`src/hw/rtl/led_edge_pixel_remap_top_macros.svh`:
```
// Assertion macros for the LED edge pixel remap block.
// Expects i_clk and i_rst_n in the scope of the module that uses them.
`ifndef LED_EDGE_PIXEL_REMAP_TOP_MACROS_SVH
`define LED_EDGE_PIXEL_REMAP_TOP_MACROS_SVH

// antecedent implies consequent in the same cycle
`define LEPR_AST_IMP(lbl, ante, cons) \
    lbl: assert property (@(posedge i_clk) disable iff (!i_rst_n) (ante) |-> (cons)) \
        else $error("lepr: assertion failed");

// antecedent implies consequent in the next cycle
`define LEPR_AST_NXT(lbl, ante, cons) \
    lbl: assert property (@(posedge i_clk) disable iff (!i_rst_n) (ante) |=> (cons)) \
        else $error("lepr: assertion failed");

`endif

```
`src/hw/rtl/lepr_pkg.sv`:
```
// Package for the LED edge pixel remap block: field widths, codes, table entry type,
// and the sequencer microcode ROM. No dependencies.
`default_nettype none

package lepr_pkg;

    localparam int MAX_EDGES_DEF   = 64;
    localparam int PIXEL_WIDTH_DEF = 14;

    localparam int OP_W   = 2;
    localparam int EDGE_W = 6;
    localparam int LEDS_W = 8;
    localparam int SLOT_W = 6;
    localparam int PIX_W  = 14;
    localparam int CFG_W  = 7;
    localparam int DIR_W  = 2;

    localparam logic [CFG_W-1:0] CFG_RESET = 7'd64;

    localparam logic [OP_W-1:0] OP_WRITE = 2'd0;
    localparam logic [OP_W-1:0] OP_QEDGE = 2'd1;
    localparam logic [OP_W-1:0] OP_QPIX  = 2'd2;

    localparam logic signed [DIR_W-1:0] DIR_FWD = 2'sb01;
    localparam logic signed [DIR_W-1:0] DIR_REV = 2'sb11;

    typedef struct packed {
        logic [LEDS_W-1:0] leds;
        logic [SLOT_W-1:0] slot;
        logic              flip;
    } t_entry;

    typedef enum logic [3:0] {
        ST_IDLE,
        ST_EQ_READ,
        ST_EQ_LATCH,
        ST_WALK,
        ST_WALK_SEL,
        ST_SUM,
        ST_SUM_DRAIN,
        ST_EMIT,
        ST_EMIT_ZERO
    } t_step;

    typedef enum logic [2:0] {
        C_NEVER,
        C_NO_REQ,
        C_EDGE_OOR,
        C_WALK_STOP,
        C_NO_HIT,
        C_SUM_DONE,
        C_OUT_BUSY
    } t_cond;

    typedef enum logic [3:0] {
        A_NONE,
        A_ACCEPT,
        A_RD_EDGE,
        A_LATCH_Q,
        A_WALK,
        A_LATCH_HIT,
        A_SUM,
        A_EMIT,
        A_EMIT_ZERO
    } t_act;

    // cond true: go to jmp, action suppressed; else run act and go to nxt, or to op_entry for accept
    typedef struct packed {
        t_cond cond;
        t_act  act;
        t_step jmp;
        t_step nxt;
    } t_uword;

    function automatic t_uword ucode(input t_step s);
        t_uword w;
        case (s)
            ST_IDLE:      w = '{cond: C_NO_REQ,    act: A_ACCEPT,    jmp: ST_IDLE,
                                nxt: ST_IDLE};
            ST_EQ_READ:   w = '{cond: C_EDGE_OOR,  act: A_RD_EDGE,   jmp: ST_EMIT_ZERO,
                                nxt: ST_EQ_LATCH};
            ST_EQ_LATCH:  w = '{cond: C_NEVER,     act: A_LATCH_Q,   jmp: ST_IDLE,
                                nxt: ST_SUM};
            ST_WALK:      w = '{cond: C_WALK_STOP, act: A_WALK,      jmp: ST_WALK_SEL,
                                nxt: ST_WALK};
            ST_WALK_SEL:  w = '{cond: C_NO_HIT,    act: A_LATCH_HIT, jmp: ST_EMIT_ZERO,
                                nxt: ST_SUM};
            ST_SUM:       w = '{cond: C_SUM_DONE,  act: A_SUM,       jmp: ST_SUM_DRAIN,
                                nxt: ST_SUM};
            ST_SUM_DRAIN: w = '{cond: C_NEVER,     act: A_NONE,      jmp: ST_IDLE,
                                nxt: ST_EMIT};
            ST_EMIT:      w = '{cond: C_OUT_BUSY,  act: A_EMIT,      jmp: ST_EMIT,
                                nxt: ST_IDLE};
            ST_EMIT_ZERO: w = '{cond: C_OUT_BUSY,  act: A_EMIT_ZERO, jmp: ST_EMIT_ZERO,
                                nxt: ST_IDLE};
            default:      w = '{cond: C_NO_REQ,    act: A_ACCEPT,    jmp: ST_IDLE,
                                nxt: ST_IDLE};
        endcase
        return w;
    endfunction

    // entry point of the program for an accepted request
    function automatic t_step op_entry(input logic [OP_W-1:0] op);
        t_step s;
        case (op)
            OP_QEDGE: s = ST_EQ_READ;
            OP_QPIX:  s = ST_WALK;
            default:  s = ST_IDLE;
        endcase
        return s;
    endfunction

endpackage

`default_nettype wire

```
`src/hw/rtl/led_edge_pixel_remap_top.sv`:
```
// LED edge pixel remap: edge table memory, microcoded sequencer and datapath.
// Depends on lepr_pkg and led_edge_pixel_remap_top_macros.svh.
// Writes, edge queries and pixel queries are served one request at a time, set by the
// single table read port.
// Reset (sync, active low): sequencer idle, output empty, edge_count = 64; tables read as
// reset values through per-entry valid flags, so no clearing pass is needed.
`default_nettype none
`include "led_edge_pixel_remap_top_macros.svh"

module led_edge_pixel_remap_top #(
    parameter int MAX_EDGES   = lepr_pkg::MAX_EDGES_DEF
) (
    input  wire                                  i_clk,
    input  wire                                  i_rst_n,
    input  wire                                  i_in_valid,
    output logic                                 o_in_stall,
    input  wire  [lepr_pkg::OP_W-1:0]            i_operation,
    input  wire  [lepr_pkg::EDGE_W-1:0]          i_edge_index,
    input  wire  [lepr_pkg::LEDS_W-1:0]          i_led_total,
    input  wire  [lepr_pkg::SLOT_W-1:0]          i_strip_slot,
    input  wire                                  i_reverse,
    input  wire  [lepr_pkg::PIX_W-1:0]           i_pixel_index,
    input  wire                                  i_cfg_valid,
    output logic                                 o_cfg_ready,
    input  wire  [lepr_pkg::CFG_W-1:0]           i_cfg_data,
    output logic                                 o_out_valid,
    input  wire                                  i_out_stall,
    output logic [lepr_pkg::EDGE_W-1:0]          o_found_edge,
    output logic [lepr_pkg::PIX_W-1:0]           o_start_index,
    output logic [lepr_pkg::LEDS_W-1:0]          o_edge_leds,
    output logic signed [lepr_pkg::DIR_W-1:0]    o_direction,
    output logic [lepr_pkg::PIX_W-1:0]           o_phys_index,
    output logic                                 o_valid_res
);

    localparam int AW   = (MAX_EDGES > 1) ? $clog2(MAX_EDGES) : 1;
    localparam int CW   = $clog2(MAX_EDGES + 1);
    localparam int SUMW = $clog2(MAX_EDGES * (2 ** lepr_pkg::LEDS_W - 1) + 1);
    localparam int HW   = ((SUMW > lepr_pkg::PIX_W) ? SUMW : lepr_pkg::PIX_W) + 1;
    localparam int IW   = ((CW > lepr_pkg::CFG_W) ? CW : lepr_pkg::CFG_W) + 1;

    // sequencer
    lepr_pkg::t_step  r_step;
    lepr_pkg::t_step  n_step;
    lepr_pkg::t_uword w_uw;
    logic             w_cond;
    logic             w_fire;

    // table memory
    lepr_pkg::t_entry r_mem [MAX_EDGES];
    logic [MAX_EDGES-1:0] r_vld;
    lepr_pkg::t_entry r_rd_data;
    logic             r_rd_vld;
    logic [AW-1:0]    r_rd_addr;
    lepr_pkg::t_entry w_rd;
    logic             w_rd_en;
    logic [AW-1:0]    w_rd_addr;
    logic             w_wr_en;
    lepr_pkg::t_entry w_wr_data;

    // datapath
    logic [lepr_pkg::CFG_W-1:0]  r_cfg;
    logic [lepr_pkg::EDGE_W-1:0] r_edge;
    logic [lepr_pkg::PIX_W-1:0]  r_pix;
    logic                        r_is_pix;
    logic [CW-1:0]               r_scan;
    logic [SUMW-1:0]             r_acc;
    logic [SUMW-1:0]             r_base;
    logic                        r_walk_pend;
    logic                        r_sum_pend;
    logic [lepr_pkg::LEDS_W-1:0] r_cnt;
    logic [lepr_pkg::SLOT_W-1:0] r_slot;
    logic                        r_flip;
    logic [lepr_pkg::LEDS_W-1:0] r_pos;
    logic                        r_o_valid;

    logic [IW-1:0]               w_n;
    logic                        w_hit;
    logic [HW-1:0]               w_off_full;
    logic [lepr_pkg::LEDS_W-1:0] w_off;
    logic [lepr_pkg::PIX_W-1:0]  w_start;
    logic [lepr_pkg::PIX_W-1:0]  w_phys;

    assign o_in_stall  = (r_step != lepr_pkg::ST_IDLE);
    assign o_cfg_ready = 1'b1;
    assign o_out_valid = r_o_valid;

    assign w_uw   = lepr_pkg::ucode(r_step);
    assign w_fire = !w_cond;

    assign w_n = (IW'(r_cfg) > IW'(MAX_EDGES)) ? IW'(MAX_EDGES) : IW'(r_cfg);

    always_comb begin
        w_rd = r_rd_data;
        if (!r_rd_vld) begin
            w_rd.leds = '0;
            w_rd.slot = lepr_pkg::SLOT_W'(r_rd_addr);
            w_rd.flip = 1'b0;
        end
    end

    assign w_hit      = HW'(r_pix) < (HW'(r_acc) + HW'(w_rd.leds));
    assign w_off_full = HW'(r_pix) - HW'(r_acc);
    assign w_off      = w_off_full[lepr_pkg::LEDS_W-1:0];

    assign w_start = r_flip ? (lepr_pkg::PIX_W'(r_base) + lepr_pkg::PIX_W'(r_cnt)
                               - lepr_pkg::PIX_W'(1))
                            : lepr_pkg::PIX_W'(r_base);
    assign w_phys  = lepr_pkg::PIX_W'(r_base) + lepr_pkg::PIX_W'(r_pos);

    // jump condition
    always_comb begin
        case (w_uw.cond)
            lepr_pkg::C_NEVER:     w_cond = 1'b0;
            lepr_pkg::C_NO_REQ:    w_cond = !i_in_valid;
            lepr_pkg::C_EDGE_OOR:  w_cond = IW'(r_edge) >= IW'(MAX_EDGES);
            lepr_pkg::C_WALK_STOP: w_cond = (r_walk_pend && w_hit) ||
                                            (!r_walk_pend && (IW'(r_scan) >= w_n));
            lepr_pkg::C_NO_HIT:    w_cond = !r_walk_pend;
            lepr_pkg::C_SUM_DONE:  w_cond = (IW'(r_scan) >= IW'(r_slot)) ||
                                            (IW'(r_scan) >= IW'(MAX_EDGES));
            lepr_pkg::C_OUT_BUSY:  w_cond = r_o_valid && i_out_stall;
            default:               w_cond = 1'b0;
        endcase
    end

    // next step
    always_comb begin
        n_step = w_cond ? w_uw.jmp : w_uw.nxt;
        if (w_fire && (w_uw.act == lepr_pkg::A_ACCEPT)) begin
            n_step = lepr_pkg::op_entry(i_operation);
        end
    end

    // memory control
    always_comb begin
        w_rd_en   = 1'b0;
        w_rd_addr = r_scan[AW-1:0];
        if (w_fire) begin
            case (w_uw.act)
                lepr_pkg::A_RD_EDGE: begin
                    w_rd_en   = 1'b1;
                    w_rd_addr = AW'(r_edge);
                end
                lepr_pkg::A_WALK: w_rd_en = IW'(r_scan) < w_n;
                lepr_pkg::A_SUM:  w_rd_en = 1'b1;
                default:          w_rd_en = 1'b0;
            endcase
        end
        w_wr_en = w_fire && (w_uw.act == lepr_pkg::A_ACCEPT) &&
                  (i_operation == lepr_pkg::OP_WRITE) &&
                  (IW'(i_edge_index) < IW'(MAX_EDGES));
        w_wr_data.leds = i_led_total;
        w_wr_data.slot = i_strip_slot;
        w_wr_data.flip = i_reverse;
    end

    always_ff @(posedge i_clk) begin
        if (w_wr_en) begin
            r_mem[AW'(i_edge_index)] <= w_wr_data;
        end
        if (w_rd_en) begin
            r_rd_data <= r_mem[w_rd_addr];
            r_rd_vld  <= r_vld[w_rd_addr];
            r_rd_addr <= w_rd_addr;
        end
    end

    // control state
    always_ff @(posedge i_clk) begin
        if (!i_rst_n) begin
            r_step      <= lepr_pkg::ST_IDLE;
            r_vld       <= '0;
            r_cfg       <= lepr_pkg::CFG_RESET;
            r_walk_pend <= 1'b0;
            r_sum_pend  <= 1'b0;
            r_o_valid   <= 1'b0;
        end else begin
            r_step     <= n_step;
            r_sum_pend <= w_fire && (w_uw.act == lepr_pkg::A_SUM);
            if (w_wr_en) begin
                r_vld[AW'(i_edge_index)] <= 1'b1;
            end
            if (i_cfg_valid) begin
                r_cfg <= i_cfg_data;
            end
            if (w_fire && (w_uw.act == lepr_pkg::A_ACCEPT)) begin
                r_walk_pend <= 1'b0;
            end else if (w_fire && (w_uw.act == lepr_pkg::A_WALK)) begin
                r_walk_pend <= w_rd_en;
            end else if (w_fire && (w_uw.act == lepr_pkg::A_LATCH_HIT)) begin
                r_walk_pend <= 1'b0;
            end
            if (w_fire && ((w_uw.act == lepr_pkg::A_EMIT) ||
                           (w_uw.act == lepr_pkg::A_EMIT_ZERO))) begin
                r_o_valid <= 1'b1;
            end else if (!i_out_stall) begin
                r_o_valid <= 1'b0;
            end
        end
    end

    // datapath
    always_ff @(posedge i_clk) begin
        if (r_sum_pend) begin
            r_base <= r_base + SUMW'(w_rd.leds);
        end
        if (w_fire) begin
            case (w_uw.act)
                lepr_pkg::A_ACCEPT: begin
                    r_edge   <= i_edge_index;
                    r_pix    <= i_pixel_index;
                    r_is_pix <= (i_operation == lepr_pkg::OP_QPIX);
                    r_scan   <= '0;
                    r_acc    <= '0;
                    r_base   <= '0;
                end
                lepr_pkg::A_LATCH_Q: begin
                    r_cnt  <= w_rd.leds;
                    r_slot <= w_rd.slot;
                    r_flip <= w_rd.flip;
                end
                lepr_pkg::A_WALK: begin
                    if (r_walk_pend) begin
                        r_acc <= r_acc + SUMW'(w_rd.leds);
                    end
                    if (w_rd_en) begin
                        r_scan <= r_scan + CW'(1);
                    end
                end
                lepr_pkg::A_LATCH_HIT: begin
                    r_cnt  <= w_rd.leds;
                    r_slot <= w_rd.slot;
                    r_flip <= w_rd.flip;
                    r_edge <= lepr_pkg::EDGE_W'(r_rd_addr);
                    r_pos  <= w_rd.flip ? (w_rd.leds - lepr_pkg::LEDS_W'(1) - w_off) : w_off;
                    r_scan <= '0;
                end
                lepr_pkg::A_SUM: begin
                    r_scan <= r_scan + CW'(1);
                end
                lepr_pkg::A_EMIT: begin
                    o_found_edge  <= r_edge;
                    o_start_index <= w_start;
                    o_edge_leds   <= r_cnt;
                    o_direction   <= r_flip ? lepr_pkg::DIR_REV : lepr_pkg::DIR_FWD;
                    o_phys_index  <= r_is_pix ? w_phys : '0;
                    o_valid_res   <= r_is_pix ? 1'b1 : (IW'(r_edge) < w_n);
                end
                lepr_pkg::A_EMIT_ZERO: begin
                    o_found_edge  <= '0;
                    o_start_index <= '0;
                    o_edge_leds   <= '0;
                    o_direction   <= '0;
                    o_phys_index  <= '0;
                    o_valid_res   <= 1'b0;
                end
                default: begin
                end
            endcase
        end
    end

    `LEPR_AST_IMP(a_walk_in_range, r_walk_pend, IW'(r_rd_addr) < w_n)
    `LEPR_AST_IMP(a_hit_at_select, (r_step == lepr_pkg::ST_WALK_SEL) && r_walk_pend, w_hit)
    `LEPR_AST_IMP(a_scan_le_slot, r_step == lepr_pkg::ST_SUM, IW'(r_scan) <= IW'(r_slot))
    `LEPR_AST_NXT(a_write_to_idle, w_wr_en, !o_in_stall)

endmodule

`default_nettype wire
```
`config.mk`:
```
export PLATFORM = sky130hd
export DESIGN_NAME = led_edge_pixel_remap_top
export DESIGN_NICKNAME = d
export VERILOG_FILES = /design/src/hw/rtl/lepr_pkg.sv /design/src/hw/rtl/led_edge_pixel_remap_top.sv
export VERILOG_INCLUDE_DIRS = /design/src /design/src/hw/rtl
export SDC_FILE = /design/constraint.sdc
export NUM_CORES = 2
export LEC_CHECK = 0
export BUFFER_PORTS_ARGS = -buffer_cell sky130_fd_sc_hd__buf_2
export CAP_MARGIN = 30
export CELL_PAD_IN_SITES_DETAIL_PLACEMENT = 0
export CELL_PAD_IN_SITES_GLOBAL_PLACEMENT = 1
export CORE_MARGIN = 10
export CORE_UTILIZATION = 52
export CTS_BUF_LIST = sky130_fd_sc_hd__clkbuf_4 sky130_fd_sc_hd__clkbuf_8 sky130_fd_sc_hd__clkbuf_16
export DETAILED_ROUTE_END_ITERATION = 12
export GPL_TIMING_DRIVEN = 1
export PLACE_DENSITY = 0.75
export SLEW_MARGIN = 0
export SYNTH_ARGS = -nofsm -noshare
export SYNTH_HDL_FRONTEND = slang
export SYNTH_SLANG_ARGS = --single-unit
```
`constraint.sdc`:
```
create_clock -name i_clk -period 10.25 [get_ports i_clk]
set_clock_uncertainty 0.15 [all_clocks]
set_input_delay 0 -clock i_clk [delete_from_list [all_inputs] [get_ports i_clk]]
set_output_delay 0 -clock i_clk [all_outputs]
set_load 0.005 [all_outputs]
```
==> results.yml <==
run_status:
  status: "complete, no violations"
sta:
  fin_crit_ns: 6.818
  worst_slew_pin_slew_ns: 1.195
  setup_tns_ns: 0
  timing_hold_violations_final: 0
  slew_viol_final: 0
  relSlewSlack: 0.1948
  finalSetupViolCount: 0
  rsz0062_at_grt: "no"
  period_share: 0.6651
  fmax_mhz: 146.7
floorplan:
  start_util: 0.5262
  dieWidth_um: 330.5
  core.rowCount: 113
  die_area_um2: 109300
  core_um2: 95290
  pin_count: 97
  die_y_um: 330.5
clocking:
  cts-resized-gates: 0
  tritoncts: "yes"
  root_buffer: "clkbuf_16"
  postCtsSetupRepairBufs: 0
  cts_made_buffers: 119
  htree_levels: 3
  clk_path_buf_depth: 3
  cts_hold_buffers: 82
  cts.sinks: 1184
  clk_pin_slew_worst_paths_ns: 0.06
  clkLatencyLatePin_ns: 0.71
synth:
  synth_warnings: 0
  synth.distinct_cells: 74
  synth_edf_count: 1092
  syn_nets: 3907
  synth_common_cells: "1092 x edfxtp_1, 704 x nand2_1, 223 x nand3_1, 174 x clkbuf_1, 169 x mux2i_1"
  yosysTopAreaCell: "edfxtp_1"
  synthArstFlopShare: 0
  syn_avg_cell_area_um2: 13.31
  synth.top_cell.area_share: 0.6540
  synth_area_um2: 50140
  synthFlopType: "edfxtp_1"
  syn-instance-count: 3766
  synth-seq-area-share: 0.6907
  ys_ff_latch: 1184
  yosysMostFrequentCell: "edfxtp_1"
  synthTopCellsByArea: "edfxtp_1 65%, nand2_1 5.3%, dfxtp_1 3.7%"
pwr:
  p_per_area_nw_per_um2: 278.0
  pwr-share-comb: 0.360
  power_w: 0.01598
  p_switching_w: 0.006011
  p_clk_frac: 0.279
  p_sw_frac: 0.3761
  p_int_w: 0.009973
  power_frac_seq: 0.361
  p_leak_nw: 19.81
  ir_worst_vdd_v: 0.0002020
detailed_routing:
  vias_per_cell: 5.992
  drc: 0
  dr.pass1.iters: 6
  postRouteAntennaNets: 0
  vias: 31905
  wirelength_mm: 135.5
  wl_per_cell_um: 25.44
  drt_iter0_drc: 3575
setup_path:
  cp.arrival_ns: 7.07
  start_kind: "flop"
  crit_fanout: 32
  cp_cell_sequence: "buf_4, and2_1, ha_1, ha_1, a21oi_1, a2111oi_0, o22a_1, o21ai_0, o21ai_0, nor3b_1, xnor2_1, ha_1, o21ai_0, nand2b_1, a31oi_1, a31o_2, a311o_1, or4_2, buf_4, nor3_2, buf_4"
  crit_path_end_kind: "flop"
  crit_path_max_incr_delay_ns: 0.67
  cp_slowest_cell: "nor3_2"
  worstSetupPathType: "flop to flop"
  critPathRequiredTime_ns: 10.50
placed_design:
  hpwl_mm: 79.89
  routabilityCongestion: 0.9022
  placed_cell_area_um2: 52590
  portBuffers: 95
final_layout:
  fillers: 7444
  final_nets: 4090
  syn_to_final_growth_pct: 14.67
  postLayoutCellArea_um2: 57500
  multi_input_area_um2: 14490
  layout-drive-gt1-share: 0.1354
  seqCellArea_um2: 34630
global_routing:
  track_usage: 0.2443
  antenna_found_initial: 2
  grt_max_degree: 158
  gr-total-overflow: 0
  grt_pass1_vias: 30497
  grt_pass1_wl_mm: 199.4
min_path:
  min-delay-path-class: "input pin to flop"
job:
  drv_cap: 0
==> critical path, delay by kind of cell, from the launching register on <==
kind,cells,cell delay (ns)
DFF,1,0.32
xor gates and xnor gates,1,0.12
adders and majority gates,3,0.75
buffers and inverters,3,0.99
AOI/OAI and AO/OA,9,2.19
and+or+nand+nor,5,1.94
==> power groups by stage <==
stage               logic (W)  registers (W)  clock network, W
floorplan             0.00367        0.00578                 0
global placement      0.00557        0.00587                 0
detailed placement    0.00563        0.00587                 0
CTS                   0.00568        0.00577           0.00452
global route          0.00618        0.00579           0.00470
finish                0.00575        0.00577           0.00446
==> kinds of logic (layout without fill, tap and decap cells) <==
kind of cell,Yosys count,count (layout),synth area share
other,1,5,0.00007479
AO/OA/AOI/OAI,614,614,0.08674
buffers and inverters,329,619,0.02610
AND/OR/NAND/NOR,1274,1274,0.1158
multiplexers,203,203,0.04496
flip-flops,1184,1184,0.6907
XOR/XNOR,62,62,0.01083
adder cells (fa/ha/maj),99,99,0.02480
==> registers in the layout, indices dropped and copies added, names as in the netlist, 14 cells and up <==
register and cells:
r_mem 960, r_vld 64, r_rd_data 15, o_phys_index 14, o_start_index 14, r_acc 14
r_base 14, r_pix 14
==> per-stage QoR <==
| step | worst slack, ns | hold slack (ns) | utilization | instances |
|---|---|---|---|---|
| 4_1_cts | 3.422 | 0.05365 | 0.6030 | 5320 |
| 5_1_grt | 3.035 | 0.1400 | 0.6033 | 5322 |
| 6_report | 3.432 | 0.1390 | 0.6034 | 5325 |
| 2_1_floorplan | 3.119 | -0.05113 | - | 3766 |
| 3_5_place_dp | 3.473 | 0.02858 | 0.5518 | 5010 |
| 3_3_place_gp | 3.332 | 0.02604 | 0.5484 | 4984 |
==> layout make-up <==
| cell class | count | share of cell area |
|---|---|---|
| Clock inverter | 67 | 0.01160 |
| Multi-Input combinational cell | 2253 | 0.2520 |
| Clock buffer | 161 | 0.05895 |
| Inverter | 97 | 0.006637 |
| Tap cell | 1265 | 0.02753 |
| Sequential cell | 1184 | 0.6023 |
| Antenna cell | 4 | 0.0001741 |
| Timing Repair Buffer | 294 | 0.04084 |
==> layout by cell type, fill, tap and decap left out, types with 60 or more instances in the layout <==
master,count
mux2i_1,168
a311oi_1,100
nor2_1,102
a32oi_1,81
buf_4,90
ha_1,89
nor3_2,64
o21ai_0,107
a31oi_1,71
and3_1,60
nand3_1,222
o21a_1,69
clkbuf_16,122
inv_1,92
buf_2,94
a21oi_1,61
edfxtp_1,1092
dlygate4sd3_1,82
nand2_1,703
dfxtp_1,92
==> routing by layer <==
layer | track usage | wire [um] | up-vias
met5 | 0 | 0 | -
met4 | 0.07812 | 4452 | 0
met3 | 0.04359 | 11720 | 219
met2 | 0.3760 | 61240 | 1378
met1 | 0.3515 | 58050 | 15731
li1 | - | - | 14577
==> path summary, 6_finish.rpt <==
check / startpoint / endpoint / slack (ns) / depth (start not counted)
setup reg to reg: r_rd_vld / r_mem[26][7] / 3.43 / 21
hold / removal: i_cfg_valid / r_cfg[6] / 0.14 / 3
hold reg to reg: r_vld[56] / r_vld[56] / 0.30 / 1
setup / recovery: r_rd_vld / r_mem[26][7] / 3.43 / 21
Power figures use the tool's default switching activity.
